## src/ngh_pkg.sv

```systemverilog
// Shared constants, codes and types of the normalized gray histogram.
`timescale 1ns / 1ps

package ngh_pkg;

  localparam int BIN_COUNT     = 256;
  localparam int COUNT_W       = 32;
  localparam int SAMPLE_W      = 16;
  localparam int RESERVED_BINS = 3;
  localparam int SCALE_W       = 24;
  localparam int SCALE_FRAC    = 16;
  localparam int SEL_W         = 8;
  localparam int OUT_COUNT_W   = 32;
  localparam int DATA_W        = 32;
  localparam int CFG_ADDR_W    = 4;
  localparam int BIN_W         = $clog2(BIN_COUNT);
  localparam int DIFF_W        = SAMPLE_W + 1;
  localparam int PROD_W        = SAMPLE_W + SCALE_W;
  localparam int Q_DEPTH       = 4;
  localparam int Q_PTR_W       = $clog2(Q_DEPTH);

  // Command codes
  localparam logic [1:0] CMD_CLEAR = 2'd0;
  localparam logic [1:0] CMD_COUNT = 2'd1;
  localparam logic [1:0] CMD_READ  = 2'd2;

  // Register indexes (byte address / 4)
  localparam logic [1:0] REG_RANGE_MIN = 2'd0;
  localparam logic [1:0] REG_BIN_SCALE = 2'd1;
  localparam logic [1:0] REG_COUNT_EN  = 2'd2;

  localparam logic signed [SAMPLE_W-1:0] RANGE_MIN_RST = '0;
  localparam logic [SCALE_W-1:0]         BIN_SCALE_RST = SCALE_W'(65536);

  typedef struct packed {
    logic signed [SAMPLE_W-1:0] range_min;
    logic [SCALE_W-1:0]         scale;
    logic                       enable;
  } ngh_cfg_t;

  // One operation for the back end
  typedef struct packed {
    logic [1:0]       op;
    logic [BIN_W-1:0] addr;
    logic             zero;
  } ngh_op_t;

  typedef struct packed {
    logic    vld;
    ngh_op_t op;
  } ngh_push_t;

endpackage

```

## src/ngh_front.sv

```systemverilog
// Front end: filters commands and maps sample values to bins in two stages.
`timescale 1ns / 1ps

module ngh_front (
  input  logic                              clk,
  input  logic                              rst_n,
  input  logic                              accept,
  input  logic [1:0]                        command,
  input  logic signed [ngh_pkg::SAMPLE_W-1:0] sample,
  input  logic [ngh_pkg::SEL_W-1:0]         sel,
  input  ngh_pkg::ngh_cfg_t                 cfg,
  output ngh_pkg::ngh_push_t                push,
  output logic [1:0]                        occupancy
);
  import ngh_pkg::*;

  localparam int BIN_RAW_W = PROD_W - SCALE_FRAC;
  localparam logic [BIN_RAW_W-1:0] BIN_LAST = BIN_RAW_W'(BIN_COUNT - 1);

  logic signed [DIFF_W-1:0] diff;
  logic                     keep;

  logic                a_vld_r;
  logic [1:0]          a_op_r;
  logic                a_pos_r;
  logic [SAMPLE_W-1:0] a_mag_r;
  logic [SEL_W-1:0]    a_sel_r;

  logic                b_vld_r;
  logic [1:0]          b_op_r;
  logic                b_pos_r;
  logic [PROD_W-1:0]   b_prod_r;
  logic [SEL_W-1:0]    b_sel_r;

  logic [BIN_RAW_W-1:0] bin_raw;
  logic [BIN_W-1:0]     bin;
  logic                 sel_zero;

  assign diff = DIFF_W'(sample) - DIFF_W'(cfg.range_min);

  // Drop unused codes and samples while counting is off
  always_comb begin
    keep = 1'b0;
    unique case (command)
      CMD_CLEAR: keep = 1'b1;
      CMD_COUNT: keep = cfg.enable;
      CMD_READ:  keep = 1'b1;
      default:   keep = 1'b0;
    endcase
  end

  always_ff @(posedge clk) begin
    if (!rst_n) begin
      a_vld_r <= 1'b0;
      b_vld_r <= 1'b0;
    end else begin
      a_vld_r <= accept && keep;
      b_vld_r <= a_vld_r;
    end
  end

  always_ff @(posedge clk) begin
    a_op_r   <= command;
    a_pos_r  <= !diff[DIFF_W-1] && (diff != '0);
    a_mag_r  <= diff[SAMPLE_W-1:0];
    a_sel_r  <= sel;
    b_op_r   <= a_op_r;
    b_pos_r  <= a_pos_r;
    b_prod_r <= PROD_W'(a_mag_r) * PROD_W'(cfg.scale);
    b_sel_r  <= a_sel_r;
  end

  assign bin_raw  = b_prod_r[PROD_W-1:SCALE_FRAC];
  assign sel_zero = (int'(b_sel_r) < RESERVED_BINS) || (int'(b_sel_r) >= BIN_COUNT);

  always_comb begin
    if (!b_pos_r) begin
      bin = '0;
    end else if (bin_raw > BIN_LAST) begin
      bin = BIN_LAST[BIN_W-1:0];
    end else begin
      bin = bin_raw[BIN_W-1:0];
    end
  end

  always_comb begin
    push.vld     = b_vld_r;
    push.op.op   = b_op_r;
    push.op.addr = (b_op_r == CMD_READ) ? BIN_W'(b_sel_r) : bin;
    push.op.zero = (b_op_r == CMD_READ) && sel_zero;
  end

  assign occupancy = 2'(a_vld_r) + 2'(b_vld_r);

endmodule

```

## config.mk

```make
export PLATFORM = sky130hd
export DESIGN_NAME = ngh_front
export DESIGN_NICKNAME = d
export VERILOG_FILES = /design/src/ngh_pkg.sv /design/src/ngh_front.sv
export SDC_FILE = /design/constraint.sdc
export NUM_CORES = 1
export LEC_CHECK = 0
export ABC_AREA = 1
export BUFFER_PORTS_ARGS = -buffer_cell sky130_fd_sc_hd__buf_4
export CORE_ASPECT_RATIO = 0.5
export CORE_MARGIN = 3
export CORE_UTILIZATION = 49
export CTS_CLUSTER_SIZE = 28
export DETAILED_ROUTE_END_ITERATION = 16
export PLACE_DENSITY = 0.76
export SETUP_SLACK_MARGIN = 0.2
export SYNTH_ARGS = -nofsm -noshare
export SYNTH_HDL_FRONTEND = slang
export SYNTH_SLANG_ARGS = --single-unit
```

## constraint.sdc

```tcl
create_clock -name clk -period 5.7 [get_ports clk]
set_clock_uncertainty 0.2 [all_clocks]
set_input_delay 0.57 -clock clk [delete_from_list [all_inputs] [get_ports clk]]
set_output_delay 0.57 -clock clk [all_outputs]
set_load 0.005 [all_outputs]
```

## Word level (Yosys, flattened, before mapping)

Cells that the tools add are included.

- Register bits: 80
- Bits of input ports: 70
- Output and inout port bits: 14
- Word-level logic and storage cells: 29

- $add $sub $neg: 2
- Multiply operators: 1
- Magnitude comparators: 2
- Eq/ne operators: 3
- Mux-type cells: 4
- Reductions and logical operators: 7

Operators with widths:

| operator | count |
|---|---|
| $mul 16x24->40 | 1 |
| $gt 24x8->1 const B | 1 |
| $mux 8 | 3 |
| $reduce_bool 17->1 | 1 |
| $sub 16x16->17 | 1 |
| $lt 8x2->1 const B | 1 |
| $eq 2x2->1 const B | 2 |
| $logic_and 1x1->1 | 3 |
| $add 1x1->2 | 1 |
| $eq 2x1->1 const B | 1 |
| $logic_not 2->1 | 1 |
| $pmux 1 s2 | 1 |
| $reduce_or 2->1 | 1 |
| $logic_not 1->1 | 1 |

## Depth between registers and ports, before layout

- Word-level depth: 4
- Gate-level depth with buffers: 27
- Depth with buffers taken out: 25

## Least setup slack after synthesis

No wires, ideal clock.

- Kind: input to register
- Start: in cfg[22] (netlist bit)
- End: reg b_prod_r[35]
- Setup time: 112 ps
- Arrival time: 5530 ps
- Data required time: 5388 ps
- Path slack: -142 ps
- Stages: 23
- Path buffers: 2
- Cell sequence: clkbuf_1 -> clkbuf_1 -> nand2_1 -> fa_1 -> inv_1 -> fa_1 -> inv_1 -> fa_1 -> inv_1 -> fa_1 -> fa_1 -> inv_1 -> fa_1 -> inv_1 -> ha_1 -> a21oi_1 -> o21ai_0 -> a21oi_1 -> nor2_1 -> nor3_1 -> nand2_1 -> nand2_1 -> nand2_1

- Word-level cells in the longest chain between the ends: 1

Ends and longest elaborated chain:

| item | RTL line | source |
|---|---|---|
| start, declared | ngh_front.sv:11 | `input ngh_pkg::ngh_cfg_t cfg,` |
| $mul 16x24->40 | ngh_front.sv:69 | `b_prod_r <= PROD_W'(a_mag_r) * PROD_W'(cfg.scale);` |
| end signal, assigned | ngh_front.sv:69 |  |
| end, declared | ngh_front.sv:32 | `logic [PROD_W-1:0] b_prod_r;` |

Every way passes these cells.
A chain may end at the register's enable or synchronous reset.

## Final worst setup path

- Start: in cfg[9] (netlist bit)
- End: reg b_prod_r[18]

The elaborated chain is that of the path after synthesis.

==> flow_summary_export.csv <==
group,metric,value,unit
logic_synthesis,synth_fa_ha_area_share,49.65,%
logic_synthesis,ys_ff_latch,64,
logic_synthesis,synth_compound_area_share,3.726,%
cts,clkLatencyLatePin,0.34,ns
critical_path,end_kind,"flip-flop",
logic_synthesis,ys_types,35,
critical_path,critPathMaxStageDelay,0.61,ns
critical_path,rr_worst_depth,21,
logic_synthesis,syn_inst,2124,
place,gp_congestion,0.9974,
floorplan,die_w,257.6,microns
hold_path,min_to,"b_pos_r$_DFF_P_",
critical_path,crit_path_start,"cfg[9]",
drt,ant_nets,0,
timing,setup_viol,6,
cts,clk_pin_slew,0.06,ns
cts,cts_tree,"yes",
drt,drc,0,
critical_path,crit_fanout,13,
drt,num_vias,14570,
place,hpwlAfterDp,35560,microns
timing,max_freq,172.2,MHz
floorplan,io_pins,84,
place,port_buffers,83,
timing,slew_violations,0,
logic_synthesis,yosys.area.top_type,"fa_1",
finish,layout.nets,2860,
hold_path,hp-start,"a_pos_r$_DFF_P_",
critical_path,r2r_end,"b_prod_r[18]$_DFF_P_",
cts,ctsHoldBuffers,0,
finish,drive_above_1_share,24.59,%
critical_path,crit_required,5.78,ns
drt,drt-total-wl,50640,microns
finish,multi_input_area,12740,sq um
timing,rsz0062_at_grt,"yes",
grt,grt_max_degree,25,
hold_path,min_path_type,"reg -> reg",
cts,clock-sinks,64,
cts,clock_path_buffers,2,
floorplan,start_util,50.46,%
logic_synthesis,synthMuxAreaShare,0,%
drt,dr.pass1.iters,8,
timing,fin_crit_sh,101.9,%
drt,viasPerCell,5.224,
timing,finalHoldViolCount,0,
logic_synthesis,ys_top_cells_by_area,"fa_1 39%, inv_1 16%, nand2_1 15%, ha_1 10%, dfxtp_1 8.3%",
cts,numCtsBuffers,9,
logic_synthesis,ys_warn_count,0,
cts,clockRootBuffer,"clkbuf_16",
finish,fill_cells,2314,
floorplan,core_area,30740,sq um
logic_synthesis,ys_seq_area_share,8.259,%
critical_path,path_class,"in -> reg",
critical_path,rr_startpoint,"a_mag_r[12]$_DFF_P_",
logic_synthesis,synth_top_family_by_area,"adder cells",
logic_synthesis,synth_area,15510,sq um
logic_synthesis,synth_area_per_cell,7.304,sq um
drt,wire_per_inst,18.16,microns
grt,antenna_found_initial,2,
logic_synthesis,synth_xor_xnor_area_share,0.8468,%
drt,drt-initial-drc-count,1633,
grt,grt_pass1_vias,14270,
logic_synthesis,synthSimpleGateAreaFrac,20.03,%
critical_path,path_cells,"buf_4, nand2_1, fa_1, inv_2, fa_1, fa_1, fa_1, fa_1, inv_1, fa_1, inv_2, ha_4, buf_6, nand2_8, buf_4, nor3_2, nand2_1, nand2_4, xor2_1, buf_4",
floorplan,dieArea,33960,sq um
critical_path,worstPathArrival,5.89,ns
hold_path,hold_depth,0,
grt,grt_pass1_wl,73660,microns
grt,grt_use_total,27.39,%
timing,min_period,5.807,ns
timing,setup_ws,-0.1066,ns
finish,area_delta_synth_final,30.66,%
critical_path,cpMostUsedCell,"fa_1",
cts,htreeDepth,3,
finish,fin_util,65.94,%
finish,seq_area,1315,sq um
critical_path,r2r_slack,-0.10,ns
critical_path,cp_slowest_cell,"fa_1",
critical_path,start_kind,"input port",
logic_synthesis,synth.net_count,2626,
logic_synthesis,synth_top_area_share,39.49,%
status,status,"complete, but fails checks",
floorplan,die_h,131.8,microns
status,violations,"negative setup slack",
timing,max_slew_margin,49.54,%
timing,tightest_slew,0.7559,ns
run,max_cap_viol_count,0,
grt,grt_overflow,0,
floorplan,rows,45,
-- worst max-delay path: cells and delay by family --
kind	cells	cell delay, ns
and+or+nand+nor	5	0.68
adders and majority gates	7	3.58
buffers and inverters	7	0.85
xor gates and xnor gates	1	0.17
-- placed cells by master (no fill, tap or decap), drive strengths merged --
cell type	Yosys	final
nor4	5	5
o311ai	1	1
a211oi	1	1
xor2	11	11
a21o	4	4
nand3	42	42
clkbuf	78	18
bufinv	0	2
ha	126	126
a31oi	2	2
xnor2	4	4
fa	306	306
a21boi	3	3
o21ai	28	28
clkinv	0	2
diode	0	3
o22ai	6	6
and2	4	4
o21bai	2	2
nand3b	4	4
nor2	76	76
o21a	5	5
nor3	16	16
nand2	628	628
a21oi	50	50
a2111oi	1	1
inv	643	643
bufbuf	0	1
nand4	11	11
buf	1	295
a22oi	1	1
and3	1	1
dfxtp	64	64
-- cell type report --
class,instances,share of cell area (%)
multi-input cells,1338,62.86
well taps,423,2.611
repair buffers,302,14.50
clock inverters,4,0.3827
diodes,3,0.03703
inverters,643,11.91
clock buffers,12,1.216
flip-flops and latches,64,6.487
-- registers in the layout, summed over array words and instances, names as in the netlist --
signal    count
a_mag_r      16
a_op_r        2
a_pos_r       1
a_sel_r       8
a_vld_r       1
b_op_r        2
b_pos_r       1
b_prod_r     24
b_sel_r       8
b_vld_r       1
-- metal layers --
| metal | track usage [%] | wire, microns | share of wire (%) | vias up |
|---|---|---|---|---|
| met1 | 37.61 | 19250 | 38 | 6950 |
| li1 | - | - | - | 6501 |
| met3 | 7.542 | 6667 | 13 | 212 |
| met4 | 7.031 | 2572 | 5.1 | 0 |
| met2 | 43.09 | 22140 | 44 | 908 |
| met5 | 0 | 0 | 0 | - |
-- metrics by stage --
stage | std cells | worst slack [ns] | setup TNS, ns | instance area [sq um] | hold WS [ns]
after CTS | 2744 | 0.1274 | 0 | 18980 | 0.1162
after detailed placement | 2702 | -0.1608 | -1.848 | 17850 | 0.1121
after global routing | 2788 | -0.1964 | -1.507 | 20270 | 0.1241
after floorplan | 2124 | 0.1938 | 0 | 15830 | 0.1096
after global placement | 2702 | -0.1861 | -1.754 | 17850 | 0.1097
final | 2789 | -0.1066 | -0.3558 | 20270 | 0.1148
-- how the worst max path moves through the flow --
stage,to,cells after the start
after floorplan,b_prod_r[33]$_DFF_P_,24
after global placement,b_prod_r[38]$_DFF_P_,23
after detailed placement,b_prod_r[35]$_DFF_P_,24
after CTS,b_prod_r[33]$_DFF_P_,21
after global routing,b_prod_r[18]$_DFF_P_,19
final,b_prod_r[18]$_DFF_P_,20
-- what timing repair did --
item                                    4_1_cts  5_1_grt
buffers inserted                             24       35
pin swaps                                    59       95
gates cloned                                  2        7
endpoints found under the setup margin       24       24
resized for setup                           128      230
hold endpoints to repair                      0        0
-- cell usage after synthesis, drive strengths merged --
master and count:
a2111oi 1, a211oi 1, a21boi 3, a21o 4, a21oi 50, a22oi 1, a31oi 2, and2 4
and3 1, buf 1, clkbuf 78, dfxtp 64, fa 306, ha 126, inv 643, nand2 628
nand3 42, nand3b 4, nand4 11, nor2 76, nor3 16, nor4 5, o21a 5, o21ai 28
o21bai 2, o22ai 6, o311ai 1, xnor2 4, xor2 11
-- cells by family (layout without fill, tap and decap cells) --
family,Yosys count,in the layout
buf+inv,722,961
compound gates,104,104
flops,64,64
xor+xnor,15,15
other cells,0,3
fa+ha+maj,432,432
simple gates,787,787
Power is left out: the tool's default activity adds up to more than one toggle a clock period on the data nets, which glitch-free logic cannot reach.
