==> src/ngh_pkg.sv <==
// Shared constants, codes and types of the normalized gray histogram.
`timescale 1ns / 1ps

package ngh_pkg;

  localparam int BIN_COUNT     = 256;
  localparam int COUNT_W       = 32;
  localparam int SAMPLE_W      = 16;
  localparam int RESERVED_BINS = 3;
  localparam int SCALE_W       = 24;
  localparam int SCALE_FRAC    = 16;
  localparam int SEL_W         = 8;
  localparam int OUT_COUNT_W   = 32;
  localparam int DATA_W        = 32;
  localparam int CFG_ADDR_W    = 4;
  localparam int BIN_W         = $clog2(BIN_COUNT);
  localparam int DIFF_W        = SAMPLE_W + 1;
  localparam int PROD_W        = SAMPLE_W + SCALE_W;
  localparam int Q_DEPTH       = 4;
  localparam int Q_PTR_W       = $clog2(Q_DEPTH);

  // Command codes
  localparam logic [1:0] CMD_CLEAR = 2'd0;
  localparam logic [1:0] CMD_COUNT = 2'd1;
  localparam logic [1:0] CMD_READ  = 2'd2;

  // Register indexes (byte address / 4)
  localparam logic [1:0] REG_RANGE_MIN = 2'd0;
  localparam logic [1:0] REG_BIN_SCALE = 2'd1;
  localparam logic [1:0] REG_COUNT_EN  = 2'd2;

  localparam logic signed [SAMPLE_W-1:0] RANGE_MIN_RST = '0;
  localparam logic [SCALE_W-1:0]         BIN_SCALE_RST = SCALE_W'(65536);

  typedef struct packed {
    logic signed [SAMPLE_W-1:0] range_min;
    logic [SCALE_W-1:0]         scale;
    logic                       enable;
  } ngh_cfg_t;

  // One operation for the back end
  typedef struct packed {
    logic [1:0]       op;
    logic [BIN_W-1:0] addr;
    logic             zero;
  } ngh_op_t;

  typedef struct packed {
    logic    vld;
    ngh_op_t op;
  } ngh_push_t;

endpackage

==> src/ngh_fifo.sv <==
// Short operation queue between the front end and the back end.
`timescale 1ns / 1ps

module ngh_fifo (
  input  logic                       clk,
  input  logic                       rst_n,
  input  ngh_pkg::ngh_push_t         push,
  input  logic                       pop,
  output ngh_pkg::ngh_op_t           head,
  output logic                       empty,
  output logic [ngh_pkg::Q_PTR_W:0]  count
);
  import ngh_pkg::*;

  ngh_op_t              q_mem_r [Q_DEPTH];
  logic [Q_PTR_W-1:0]   wr_ptr_r, wr_ptr_nxt;
  logic [Q_PTR_W-1:0]   rd_ptr_r, rd_ptr_nxt;
  logic [Q_PTR_W:0]     count_r, count_nxt;

  always_comb begin
    wr_ptr_nxt = push.vld ? wr_ptr_r + 1'b1 : wr_ptr_r;
    rd_ptr_nxt = pop ? rd_ptr_r + 1'b1 : rd_ptr_r;
    count_nxt  = count_r + (Q_PTR_W+1)'(push.vld) - (Q_PTR_W+1)'(pop);
  end

  always_ff @(posedge clk) begin
    if (!rst_n) begin
      wr_ptr_r <= '0;
      rd_ptr_r <= '0;
      count_r  <= '0;
    end else begin
      wr_ptr_r <= wr_ptr_nxt;
      rd_ptr_r <= rd_ptr_nxt;
      count_r  <= count_nxt;
    end
  end

  // Room is guaranteed by the credit check on the input side
  always_ff @(posedge clk) begin
    if (push.vld) begin
      q_mem_r[wr_ptr_r] <= push.op;
    end
  end

  assign head  = q_mem_r[rd_ptr_r];
  assign empty = (count_r == '0);
  assign count = count_r;

endmodule

==> config.mk <==
export PLATFORM = sky130hd
export DESIGN_NAME = ngh_fifo
export DESIGN_NICKNAME = d
export VERILOG_FILES = /design/src/ngh_pkg.sv /design/src/ngh_fifo.sv
export SDC_FILE = /design/constraint.sdc
export NUM_CORES = 1
export LEC_CHECK = 0
export BUFFER_PORTS_ARGS = -buffer_cell sky130_fd_sc_hd__buf_2
export CAP_MARGIN = 20
export CELL_PAD_IN_SITES_DETAIL_PLACEMENT = 0
export CELL_PAD_IN_SITES_GLOBAL_PLACEMENT = 1
export CORE_ASPECT_RATIO = 0.8
export CORE_MARGIN = 2
export CORE_UTILIZATION = 43
export CTS_CLUSTER_DIAMETER = 150
export DETAILED_ROUTE_END_ITERATION = 10
export GPL_TIMING_DRIVEN = 1
export PLACE_DENSITY_LB_ADDON = 0.1
export SETUP_SLACK_MARGIN = 0.2
export SKIP_LAST_GASP = 1
export SYNTH_ARGS = -nofsm -noshare
export SYNTH_HDL_FRONTEND = slang
export SYNTH_SLANG_ARGS = --single-unit
==> constraint.sdc <==
create_clock -name clk -period 1.7 [get_ports clk]
set_input_delay 0.17 -clock clk [delete_from_list [all_inputs] [get_ports clk]]
set_output_delay 0.17 -clock clk [all_outputs]
set_load 0.02 [all_outputs]
* Word-level counts from Yosys, hierarchy flattened
Memory sizes are Yosys's and may differ from the RTL's. A register that Yosys moved wholly into a read port is not among the register bits.
Index checks and enable logic that the tools add are counted.
W data, S select, Z words.
** Storage, ports and cells
- Memories kept :: 1
- Output and inout port bits :: 15
- Word-level logic and storage cells :: 13
- Bits in writable memories :: 44
- Flip-flop bits (word level) :: 7
** Operators by class
- Add/subtract/negate cells :: 4
- Multiplexer cells :: 4
- Reductions and logical operators :: 1
** Memory list
- q_mem_r :: words 4, bits a word 11, rd ports 1, clocked after memory_dff 1, wr ports 1, line ngh_fifo.sv:15 : ngh_op_t q_mem_r [Q_DEPTH];
** Operators with widths (number)
- $add A2 B1 Y2 const B :: 2
- $mux W2 :: 2
- $add A3 B1 Y3 :: 1
- $logic_not A3 Y1 :: 1
- $sub A3 B1 Y3 :: 1
- $mux W1 :: 2

* Longest topological paths before layout
Gate-level depths: netlist of the first run.
- Depth in word-level cells :: 3
- Gate-level depth with buffers :: 7

* Least setup slack after synthesis of the first run
No wires, ideal clock.
- Path kind :: register to register
- Start :: register count_r[0], in the netlist count[0]
- End :: register count_r[2], in the netlist count[2]
- Required time :: 1.636 ns
- Cell stages (with the launch flop) :: 8
- Path slack :: -0.128 ns
- Arrival :: 1.763 ns
- Cells stage by stage :: dfxtp_1 > inv_1 > ha_1 > inv_1 > ha_1 > fa_1 > xor3_1 > nor2_1
** Between the ends
- Longest elaborated chain between the ends :: 2
** Ends and longest elaborated chain
- start, declared :: line ngh_fifo.sv:18 : logic [Q_PTR_W:0] count_r, count_nxt;
- start signal, assigned :: line ngh_fifo.sv:34 : count_r <= count_nxt;
- $add A3 B1 Y3 :: line ngh_fifo.sv:23 : count_nxt = count_r + (Q_PTR_W+1)'(push.vld) - (Q_PTR_W+1)'(pop);
- $sub A3 B1 Y3 :: line ngh_fifo.sv:23
No other way between the ends.
A chain may end at the register's enable or synchronous reset.

==> results of run 1 <==
layout by cell type (no fill, tap or decap), drive strengths merged:
master,count
xor3,1
mux4,11
nand3b,1
buf,36
inv,7
clkinv,3
xnor2,2
dfxtp,9
mux2i,1
clkbuf,5
edfxtp,44
and2,6
a21bo,1
nor3,1
a21oi,1
fa,1
nor2,5
ha,6
worst register-to-register path: stages, from the launching register on:
cell,delay (ns)
dfxtp_4,0.35
inv_2,0.04
ha_4,0.24
inv_2,0.04
ha_4,0.15
fa_2,0.32
xor3_1,0.20
nor2_1,0.05
through the flow:
stage	power, mW	hold WS [ns]	setup slack [ns]
6_report	2.70	0.0867	0.0482
5_1_grt	2.83	0.0706	-0.00884
4_1_cts	2.73	0.0806	0.0201
3_5_place_dp	2.03	0.395	0.187
3_3_place_gp	2.01	0.378	0.219
2_1_floorplan	1.87	0.269	0.180
cells in the mapped netlist, drive strengths merged:
master and count:
dfxtp 9, mux2i 1, a21bo 1, nand3b 1, mux4 11, ha 6, xnor2 2, buf 2
edfxtp 44, inv 7, and2 6, fa 1, a21oi 1, xor3 1, nor2 5, nor3 1
logic make-up after synthesis:
kind of cell    share of synthesized area (%)
flops                                    74.1
xor+xnor                                 2.04
simple gates                             3.40
mux                                      12.9
fa+ha+maj                                4.69
buf+inv                                  2.10
compound gates                          0.741
state kept, by name, summed over array words and instances, names as in the netlist, named ones only:
register	cells
count	3
q_mem_r	44
rd_ptr_r	2
wr_ptr_r	2
layer usage:
metal,part of all wire (%),vias to the layer above,wire [um]
met1,44,494,1430
met5,0,-,0
met2,51,18,1630
li1,-,460,-
met4,1.0,0,33
met3,4.0,5,130
worst max path at each step:
stage / from / endpoint / slack [ns] / cells after the start
2_1_floorplan: count[0] / count[2] / 0.18 / 7
3_3_place_gp: count[0] / count[2] / 0.22 / 7
3_5_place_dp: count[0] / count[2] / 0.19 / 7
4_1_cts: flop / head[7] / 0.02 / 3
5_1_grt: flop / head[7] / -0.009 / 3
6_report: flop / head[7] / 0.05 / 3
layout make-up:
| type | instances | area, um2 |
|---|---|---|
| Multi-Input combinational cell | 37 | 508 |
| Sequential cell | 53 | 1510 |
| Fill cell | 401 | 2090 |
| Timing Repair Buffer | 36 | 283 |
| Clock inverter | 3 | 12.5 |
| Inverter | 7 | 26.3 |
| Tap cell | 60 | 75.1 |
| Clock buffer | 5 | 68.8 |
power groups by stage:
stage | clock [mW] | sequential (mW) | combinational [mW]
final | 0.644 | 1.53 | 0.525
after CTS | 0.669 | 1.53 | 0.533
after floorplan | 0 | 1.58 | 0.290
after global placement | 0 | 1.56 | 0.454
after global routing | 0.719 | 1.54 | 0.573
after detailed placement | 0 | 1.56 | 0.468
what timing repair did:
action,CTS,global route
buffers inserted,1,0
gates resized for setup,27,4
pin swaps,1,0
gates cloned,0,0
setup endpoints to repair,13,35
endpoints found under the hold margin,0,0
==> impl_results.md, run 1 <==
- Final Instance Area: roughly 2500 um2
- Vias in the first global route: roughly 1000
- #FFs+latches synth: 53
- Power density cells: 1090 nW/um2
- Worst-Margin Slew: approximately 0.32 ns
- Internal Power: slightly above 2 mW
- Post-DP HPWL: roughly 2200 um
- Fin. Hold Viols: 0
- Hold Crit Endpoint: q_mem_r[1][2]
- Reg2reg end: count[2]
- Grt met1 use: between 10% and 20%
- Share of the synthesized area in the top cell type: about two thirds
- Die W: 80.7 um
- Post-Synthesis Cells: 99
- Routability congestion estimate: around 0.73
- GR Util met3: about 4.3%
- Routed vias/inst: between 4 and 5
- RSZ-0062 raised after global routing: true
- Drt total wl: 3230 um
- Total GRT Usage: 14.1%
- H-tree levels: 2
- Full die area: 5280 um2
- Layout Utilization: 54.3%
- Initial antenna violation count: 0
- CTS root buf: clkbuf_8
- Clock Sinks: 53
- Clock tree buffer depth: 2
- Grt peak-use layer: met2
- Worst hold path cell count: 1
- Crit path DAT: 1.48 ns
- Combinational Power Share: 19.4%
- Clock power frac: a little under a quarter
- Antenna Nets Post-Route: 0
- Port Buf Inserts: 29
- N_diodes: 0
- CP startpoint kind: flop
- Post-route DRC: 0
- Crit path buf inv count: 2
- Finished Layout Cells: 201
- Avg Inst Size Synth: between 20 and 25 um2
- Core ar.: between 4000 and 5000 um2
- Post-synth cell types: 18
- Kind of critical path: flop to primary output
- Initial core utilization: between 40% and 50%
- Pins Over Slew Limit: 0
- Min-delay worst type: input port to flop
- Worst-Skew Late Latency: 0.30 ns
- Status: completed
- DIE HEIGHT: between 60 and 70 um
- Synth Warn #: 0
- Sw Ratio: roughly a quarter
- Worst hold start: push[2]
- DR iter-0 viols: 44
- Largest net degree at the start of global routing: 16
- Leading area contributor after synthesis: edfxtp_1
- FF-to-FF Start: count[0]
- CP top delay family: multiplexers
- Max_cap viols: 0
- R2R setup slack: approximately 0.22 ns
- Peak VDD IR: between 0.6 and 0.7 mV
- Synthesized cell area: about 2000 um2
- Seq pwr share: 56.7%
- Net Sw Power: between 0.6 and 0.7 mW
- Num CTS Buffers: 5
- WL/cell: 16.1 um
- Seq/Total Area, Yosys: about 74%
- Period utilization: a little over nine tenths
- CTS tree: built
- Nets@finish: about 160
- CP Capture Type: primary output
- Row count: 22
- First-pass GRT wire length: between 5000 and 6000 um
- Max stage delay cell, worst path: mux4_2
- Clock slew at reported path FFs: 0.09 ns
- Largest cells by area after synthesis: edfxtp_1 65%, mux4_2 11%, dfxtp_1 8.9%, ha_1 3.7%, and2_1 1.9%
- Drt first pass iters: 3
- Critical Path Fanout Max: 7
- Area grow syn2layout: 22.5%
- R2r worst-path depth: 7
- Placed insts: around 190
- Critical Path RT: ~1.5 ns
- Grt ovf: 0
- Met2 usage: a little under a quarter
- Critical path's largest stage delay: approximately 0.52 ns
- Vias: just under 1000
- Finish-stage setup viols: 0
- Layout cell share with drive strength beyond 1: 44.7%
- Maximum clock frequency: between 600 and 700 MHz
- Max-Slew Margin vs Limit: around four fifths
- Final setup TNS: 0 ns
- Final min period: roughly 1.7 ns
- Hold buffers post-CTS: 0
- Clk_skew: about 0.0043 ns
- Syn nets: approximately 120
- Cell Chain, Critical Path: buf_12 > mux4_2 > buf_6
- Post-DP Area: between 2000 and 2500 um2
- LEAKAGE: between 0.8 and 0.9 nW
- I/O Pins: 30
Note: power is estimated with default switching activity, not from simulation.
==> run 2: changes to the inputs <==
--- a/config.mk
+++ b/config.mk
@@ -5,15 +5,15 @@
 export SDC_FILE = /design/constraint.sdc
 export NUM_CORES = 1
 export LEC_CHECK = 0
-export BUFFER_PORTS_ARGS = -buffer_cell sky130_fd_sc_hd__buf_2
 export CAP_MARGIN = 20
 export CELL_PAD_IN_SITES_DETAIL_PLACEMENT = 0
 export CELL_PAD_IN_SITES_GLOBAL_PLACEMENT = 1
 export CORE_ASPECT_RATIO = 0.8
 export CORE_MARGIN = 2
-export CORE_UTILIZATION = 43
+export CORE_UTILIZATION = 47
 export CTS_CLUSTER_DIAMETER = 150
 export DETAILED_ROUTE_END_ITERATION = 10
+export DONT_BUFFER_PORTS = 1
 export GPL_TIMING_DRIVEN = 1
 export PLACE_DENSITY_LB_ADDON = 0.1
 export SETUP_SLACK_MARGIN = 0.2
==> impl_results.md, run 2 (synthesis gave the netlist of run 1 again) <==
- Status: completed
- Cell Chain, Critical Path: buf_12 > mux4_2
- Clock tree buffer depth: 2 (unchanged)
- Num CTS Buffers: 5 (unchanged)
- Grt ovf: 0 (unchanged)
- Crit path DAT: 1.42 ns (-0.06 ns)
- DR iter-0 viols: 53 (+20%)
- Initial core utilization: 48.8% (+4.5 points)
- N_diodes: 0 (unchanged)
- Vias: 912 (-6.7%)
- CP Capture Type: primary output
- CP startpoint kind: flop
- Critical path's largest stage delay: 0.58 ns (+0.06 ns)
- First-pass GRT wire length: 5350 um (+2.1%)
- Placed insts: 159 (-17%)
- Combinational Power Share: 15.1% (-4.3 points)
- Layout cell share with drive strength beyond 1: 28.2% (-16 points)
- Layout Utilization: 57.7% (+3.4 points)
- Finish-stage setup viols: 0 (unchanged)
- Area grow syn2layout: 18.2%
- CTS root buf: clkbuf_8
- Final setup TNS: 0 ns (unchanged)
- Core ar.: 4150 um2 (-9.1%)
- Critical Path RT: 1.53 ns (about the same)
- Largest net degree at the start of global routing: 17 (+1)
- Seq pwr share: 59.6% (+2.9 points)
- Peak VDD IR: 0.627 mV (+4.2%)
- Drt total wl: 3210 um (-0.80%)
- Min Hold Slack: 0.0247 ns (-0.0620 ns)
- Total power: 2.62 mW (-2.9%)
- Initial antenna violation count: 0 (unchanged)
- Port Buf Inserts: 0 (-100%)
- Top reg by flops: q_mem_r
- I/O Pins: 30 (unchanged)
- Clock Sinks: 53 (unchanged)
- Finished Layout Cells: 181 (-10%)
- Routability congestion estimate: 0.657 (-10%)
- Power density cells: 1090 nW/um2 (+0.65%)
- Routed vias/inst: 5.04 (+3.7%)
- Max stage delay cell, worst path: mux4_2
- Sw Ratio: 24.6% (+0.14 points)
- Max_cap viols: 0 (unchanged)
- Crit path buf inv count: 1 (-1)
- Worst-Skew Late Latency: 0.29 ns (about the same)
- CP top delay family: multiplexers
- DIE HEIGHT: 62.7 um (-4.1%)
- Net Sw Power: 0.645 mW (-2.3%)
- Post-DP HPWL: 2080 um (-7.0%)
- Internal Power: 1.98 mW (-3.1%)
- Vias in the first global route: 1045 (+0.77%)
- Pins Over Slew Limit: 0 (unchanged)
- Nets@finish: 145 (-10%)
- Fin. Hold Viols: 0 (unchanged)
- Most frequent cells in the layout: 44 x edfxtp_1, 12 x dlygate4sd3_1, 10 x mux4_2
- Row count: 21 (-4.5%)
- Drt first pass iters: 4 (+1)
- Max reg flops: 44 (unchanged)
- H-tree levels: 2 (unchanged)
- Min-delay worst type: input port to flop
- Total GRT Usage: 15.4% (+1.3 points)
- Post-route DRC: 0 (unchanged)
- Clock slew at reported path FFs: 0.09 ns (about the same)
- Period utilization: 93.5% (-3.7 points)
- Clk_skew: 0.00430 ns (+0.00000220 ns)
- Full die area: 4850 um2 (-8.0%)
- Final min period: 1.59 ns (-0.0631 ns)
- CTS tree: built
- Die W: 77.4 um (-4.1%)
- Clock power frac: 25.2% (+1.4 points)
- Maximum clock frequency: 629 MHz (+4.0%)
- LEAKAGE: 0.814 nW (-9.3%)
- RSZ-0062 raised after global routing: true
- Worst-Margin Slew: 0.316 ns (+0.00107 ns)
- Max-Slew Margin vs Limit: 78.9% (about the same)
- Critical Path Fanout Max: 5 (-2)
- Antenna Nets Post-Route: 0 (unchanged)
- Most common cell after layout, fill and taps aside: edfxtp_1
- Kind of critical path: flop to primary output
- WL/cell: 17.7 um (+10%)
-- run 2: cell types whose count changed in the layout (fill, tap and decap cells not counted), sizes merged --
cell	before	now
dlygate4sd3	0	12
buf	36	7
-- run 2: final timing paths --
check | startpoint | to | slack [ns] | cells after the start
worst max-delay path | flop | head[5] | 0.11 | 2
worst min-delay path | push[11] | wr_ptr_r[0] | 0.02 | 2
worst max register to register | count[0] | count[1] | 0.15 | 6
worst min register to register | wr_ptr_r[1] | wr_ptr_r[1] | 0.56 | 2
-- run 2: final cells by class --
type | instances | area (um2)
Clock inverter | 3 | 17.5
Tap cell | 57 | 71.3
Inverter | 7 | 26.3
Sequential cell | 53 | 1510
Fill cell | 353 | 1760
Timing Repair Buffer | 19 | 189
Clock buffer | 5 | 68.8
Multi-Input combinational cell | 37 | 513
-- run 2: power by group through the flow --
stage                     clock, mW  combinational, mW  sequential [mW]
after detailed placement          0              0.360             1.60
after global placement            0              0.349             1.59
after floorplan                   0              0.290             1.58
after CTS                     0.688              0.403             1.57
final                         0.662              0.397             1.56
after global routing          0.745              0.438             1.58
-- run 2: repair_timing --
action,CTS,global route
buffers inserted,2,0
pin swaps,4,0
hold endpoints to repair,46,0
setup endpoints to repair,15,35
gates resized for setup,4,2
hold buffers,12,0
-- run 2: stage by stage --
step,instance area [um2],worst slack (ns)
after global placement,2160,0.164
after CTS,2390,0.0927
final,2390,0.111
after floorplan,2060,0.180
after detailed placement,2160,0.127
after global routing,2390,0.0645
-- run 2: metal layers --
metal | track usage, % | wire length [um] | vias to the layer above
li1 | - | - | 424
met1 | 18.4 | 1320 | 458
met2 | 26.3 | 1660 | 24
met3 | 4.62 | 174 | 6
met4 | 6.03 | 50 | 0
met5 | 0 | 0 | -
==> run 3: changes to the inputs <==
--- a/config.mk
+++ b/config.mk
@@ -10,13 +10,13 @@
 export CELL_PAD_IN_SITES_GLOBAL_PLACEMENT = 1
 export CORE_ASPECT_RATIO = 0.8
 export CORE_MARGIN = 2
-export CORE_UTILIZATION = 47
+export CORE_UTILIZATION = 40
 export CTS_CLUSTER_DIAMETER = 150
 export DETAILED_ROUTE_END_ITERATION = 10
 export DONT_BUFFER_PORTS = 1
 export GPL_TIMING_DRIVEN = 1
-export PLACE_DENSITY_LB_ADDON = 0.1
-export SETUP_SLACK_MARGIN = 0.2
+export PLACE_DENSITY = 0.72
+export SETUP_SLACK_MARGIN = 0.4
 export SKIP_LAST_GASP = 1
 export SYNTH_ARGS = -nofsm -noshare
 export SYNTH_HDL_FRONTEND = slang
==> impl_results.md, run 3 (synthesis gave the netlist of run 1 again) <==
- Status: completed
- Antenna Nets Post-Route: 0 (unchanged)
- Crit path buf inv count: 2 (+1)
- Layout cell share with drive strength beyond 1: 32.5% (+4.3 points)
- Drt total wl: 3120 um (-2.6%)
- Finish-stage setup viols: 0 (unchanged)
- Largest net degree at the start of global routing: 17 (unchanged)
- Max stage delay cell, worst path: fa_2
- Die W: 83.6 um (+8.0%)
- N_diodes: 0 (unchanged)
- Grt ovf: 0 (unchanged)
- Clock power frac: 25.4% (+0.2 points)
- Final setup TNS: 0 ns (unchanged)
- Vias: 917 (+0.55%)
- Reg2reg end: count[1]
- Sw Ratio: 24.5% (-0.093 points)
- R2R setup slack: 0.13 ns (-0.02 ns)
- Critical Path RT: 1.94 ns (+0.41 ns)
- Max reg flops: 44 (unchanged)
- CP Capture Type: flop
- Num CTS Buffers: 5 (unchanged)
- I/O Pins: 30 (unchanged)
- Power density cells: 1090 nW/um2 (-0.11%)
- First-pass GRT wire length: 4850 um (-9.4%)
- Min Hold Slack: 0.0432 ns (+0.0184 ns)
- Row count: 23 (+9.5%)
- Port Buf Inserts: 0 (unchanged)
- CTS tree: built
- CP startpoint kind: flop
- Setup ws final: 0.130 ns (+0.0189 ns)
- Clock slew at reported path FFs: 0.08 ns (about the same)
- Kind of critical path: flop to flop
- Min-delay worst type: input port to flop
- Layout Utilization: 48.7% (-9.0 points)
- Most frequent cells in the layout: 44 x edfxtp_1, 12 x dlygate4sd3_1, 11 x mux4_2
- Net Sw Power: 0.647 mW (+0.19%)
- Routed vias/inst: 4.88 (-3.2%)
- Vias in the first global route: 950 (-9.1%)
- Final min period: 1.57 ns (-0.0189 ns)
- FF-to-FF Start: count[0]
- Crit path DAT: 1.81 ns (+0.39 ns)
- Post-route DRC: 0 (unchanged)
- Seq pwr share: 59.3% (-0.3 points)
- Maximum clock frequency: 637 MHz (+1.2%)
- Full die area: 5650 um2 (+16%)
- Max_cap viols: 0 (unchanged)
- Cell Chain, Critical Path: inv_2 > ha_4 > inv_2 > ha_4 > fa_2 > and2_1
- R2r worst-path depth: 6 (unchanged)
- Total power: 2.64 mW (+0.57%)
- Area grow syn2layout: 19.0%
- Initial antenna violation count: 0 (unchanged)
- Clock tree buffer depth: 2 (unchanged)
- Clock Sinks: 53 (unchanged)
- LEAKAGE: 0.821 nW (+0.86%)
- Core ar.: 4950 um2 (+19%)
- Fin. Hold Viols: 0 (unchanged)
- Routability congestion estimate: 0.681 (+3.5%)
- Worst path depth: 6 (+4)
- RSZ-0062 raised after global routing: true
- Peak VDD IR: 0.354 mV (-44%)
- CP top delay family: adder cells
- Internal Power: 1.99 mW (+0.69%)
- Drt first pass iters: 2 (-2)
- Combinational Power Share: 15.3% (+0.2 points)
- Pins Over Slew Limit: 0 (unchanged)
- Worst hold start: push[11]
- Total GRT Usage: 12.0% (-3.4 points)
- Max-Slew Margin vs Limit: 78.4% (-0.55 points)
- Placement Setup Slack: 0.133 ns (+0.00548 ns)
- Most common cell after layout, fill and taps aside: edfxtp_1
- DR iter-0 viols: 57 (+7.5%)
- Critical Path Sink: count[1]
- Critical path's largest stage delay: 0.51 ns (-0.07 ns)
- CP Launch Point: count[0]
- Critical Path Fanout Max: 3 (-2)
- WL/cell: 16.6 um (-6.2%)
- CTS root buf: clkbuf_8
- Period utilization: 92.3% (-1.1 points)
- Post-DP HPWL: 2110 um (+1.2%)
- Worst-Skew Late Latency: 0.30 ns (about the same)
- Clk_skew: 0.00500 ns (+0.000705 ns)
- H-tree levels: 2 (unchanged)
- DIE HEIGHT: 67.7 um (+7.9%)
- Worst-Margin Slew: 0.325 ns (+0.00824 ns)
- Nets@finish: 147 (+1.4%)
- Initial core utilization: 40.9% (-7.9 points)
- Top reg by flops: q_mem_r
==> run 3: cell types whose count changed in the layout (fill, tap and decap cells not counted), sizes merged <==
cell,delta
clkbuf,+1
buf,+2
inv,+1
clkinv,-2
==> run 3: area by class of cell <==
class / count / area [um2]
multi-input combinational: 37 / 510
clock inverter: 2 / 13.8
timing repair buffer: 21 / 195
tap: 62 / 77.6
fill: 414 / 2540
clock buffer: 6 / 72.6
sequential: 53 / 1520
inverter: 7 / 26.3
==> run 3: per-stage QoR <==
step           cells  instance area (um2)
2_1_floorplan     99                 2060
3_3_place_gp     166                 2170
3_5_place_dp     166                 2170
4_1_cts          188                 2410
5_1_grt          188                 2410
6_report         188                 2410
==> run 3: metal layers <==
layer / vias to the layer above / global-route usage [%] / wire, um
li1: 427 / - / -
met1: 469 / 13.0 / 1250
met2: 16 / 21.4 / 1670
met3: 5 / 4.40 / 136
met4: 0 / 6.05 / 68
met5: - / 0 / 0
==> run 3: power by group through the flow <==
stage / Combinational, mW / Clock (mW) / Sequential (mW)
CTS: 0.410 / 0.689 / 1.56
detailed placement: 0.366 / 0 / 1.59
global placement: 0.348 / 0 / 1.58
global route: 0.441 / 0.726 / 1.57
finish: 0.404 / 0.670 / 1.56
floorplan: 0.290 / 0 / 1.58
==> run 3: worst min path at each step <==
stage	endpoint	slack [ns]	cells past startpoint
detailed placement	q_mem_r[0][1]	0.27	0
global placement	q_mem_r[3][6]	0.27	0
CTS	wr_ptr_r[0]	0.03	2
global route	wr_ptr_r[0]	0.03	2
finish	wr_ptr_r[0]	0.04	2
floorplan	q_mem_r[0][0]	0.27	0
==> run 3: repair_timing <==
item	in CTS	in global routing
setup endpoints to repair	41	20
pin swaps	5	1
hold buffers	12	0
hold endpoints to repair	46	0
gates resized for setup	10	3
buffers inserted	2	0
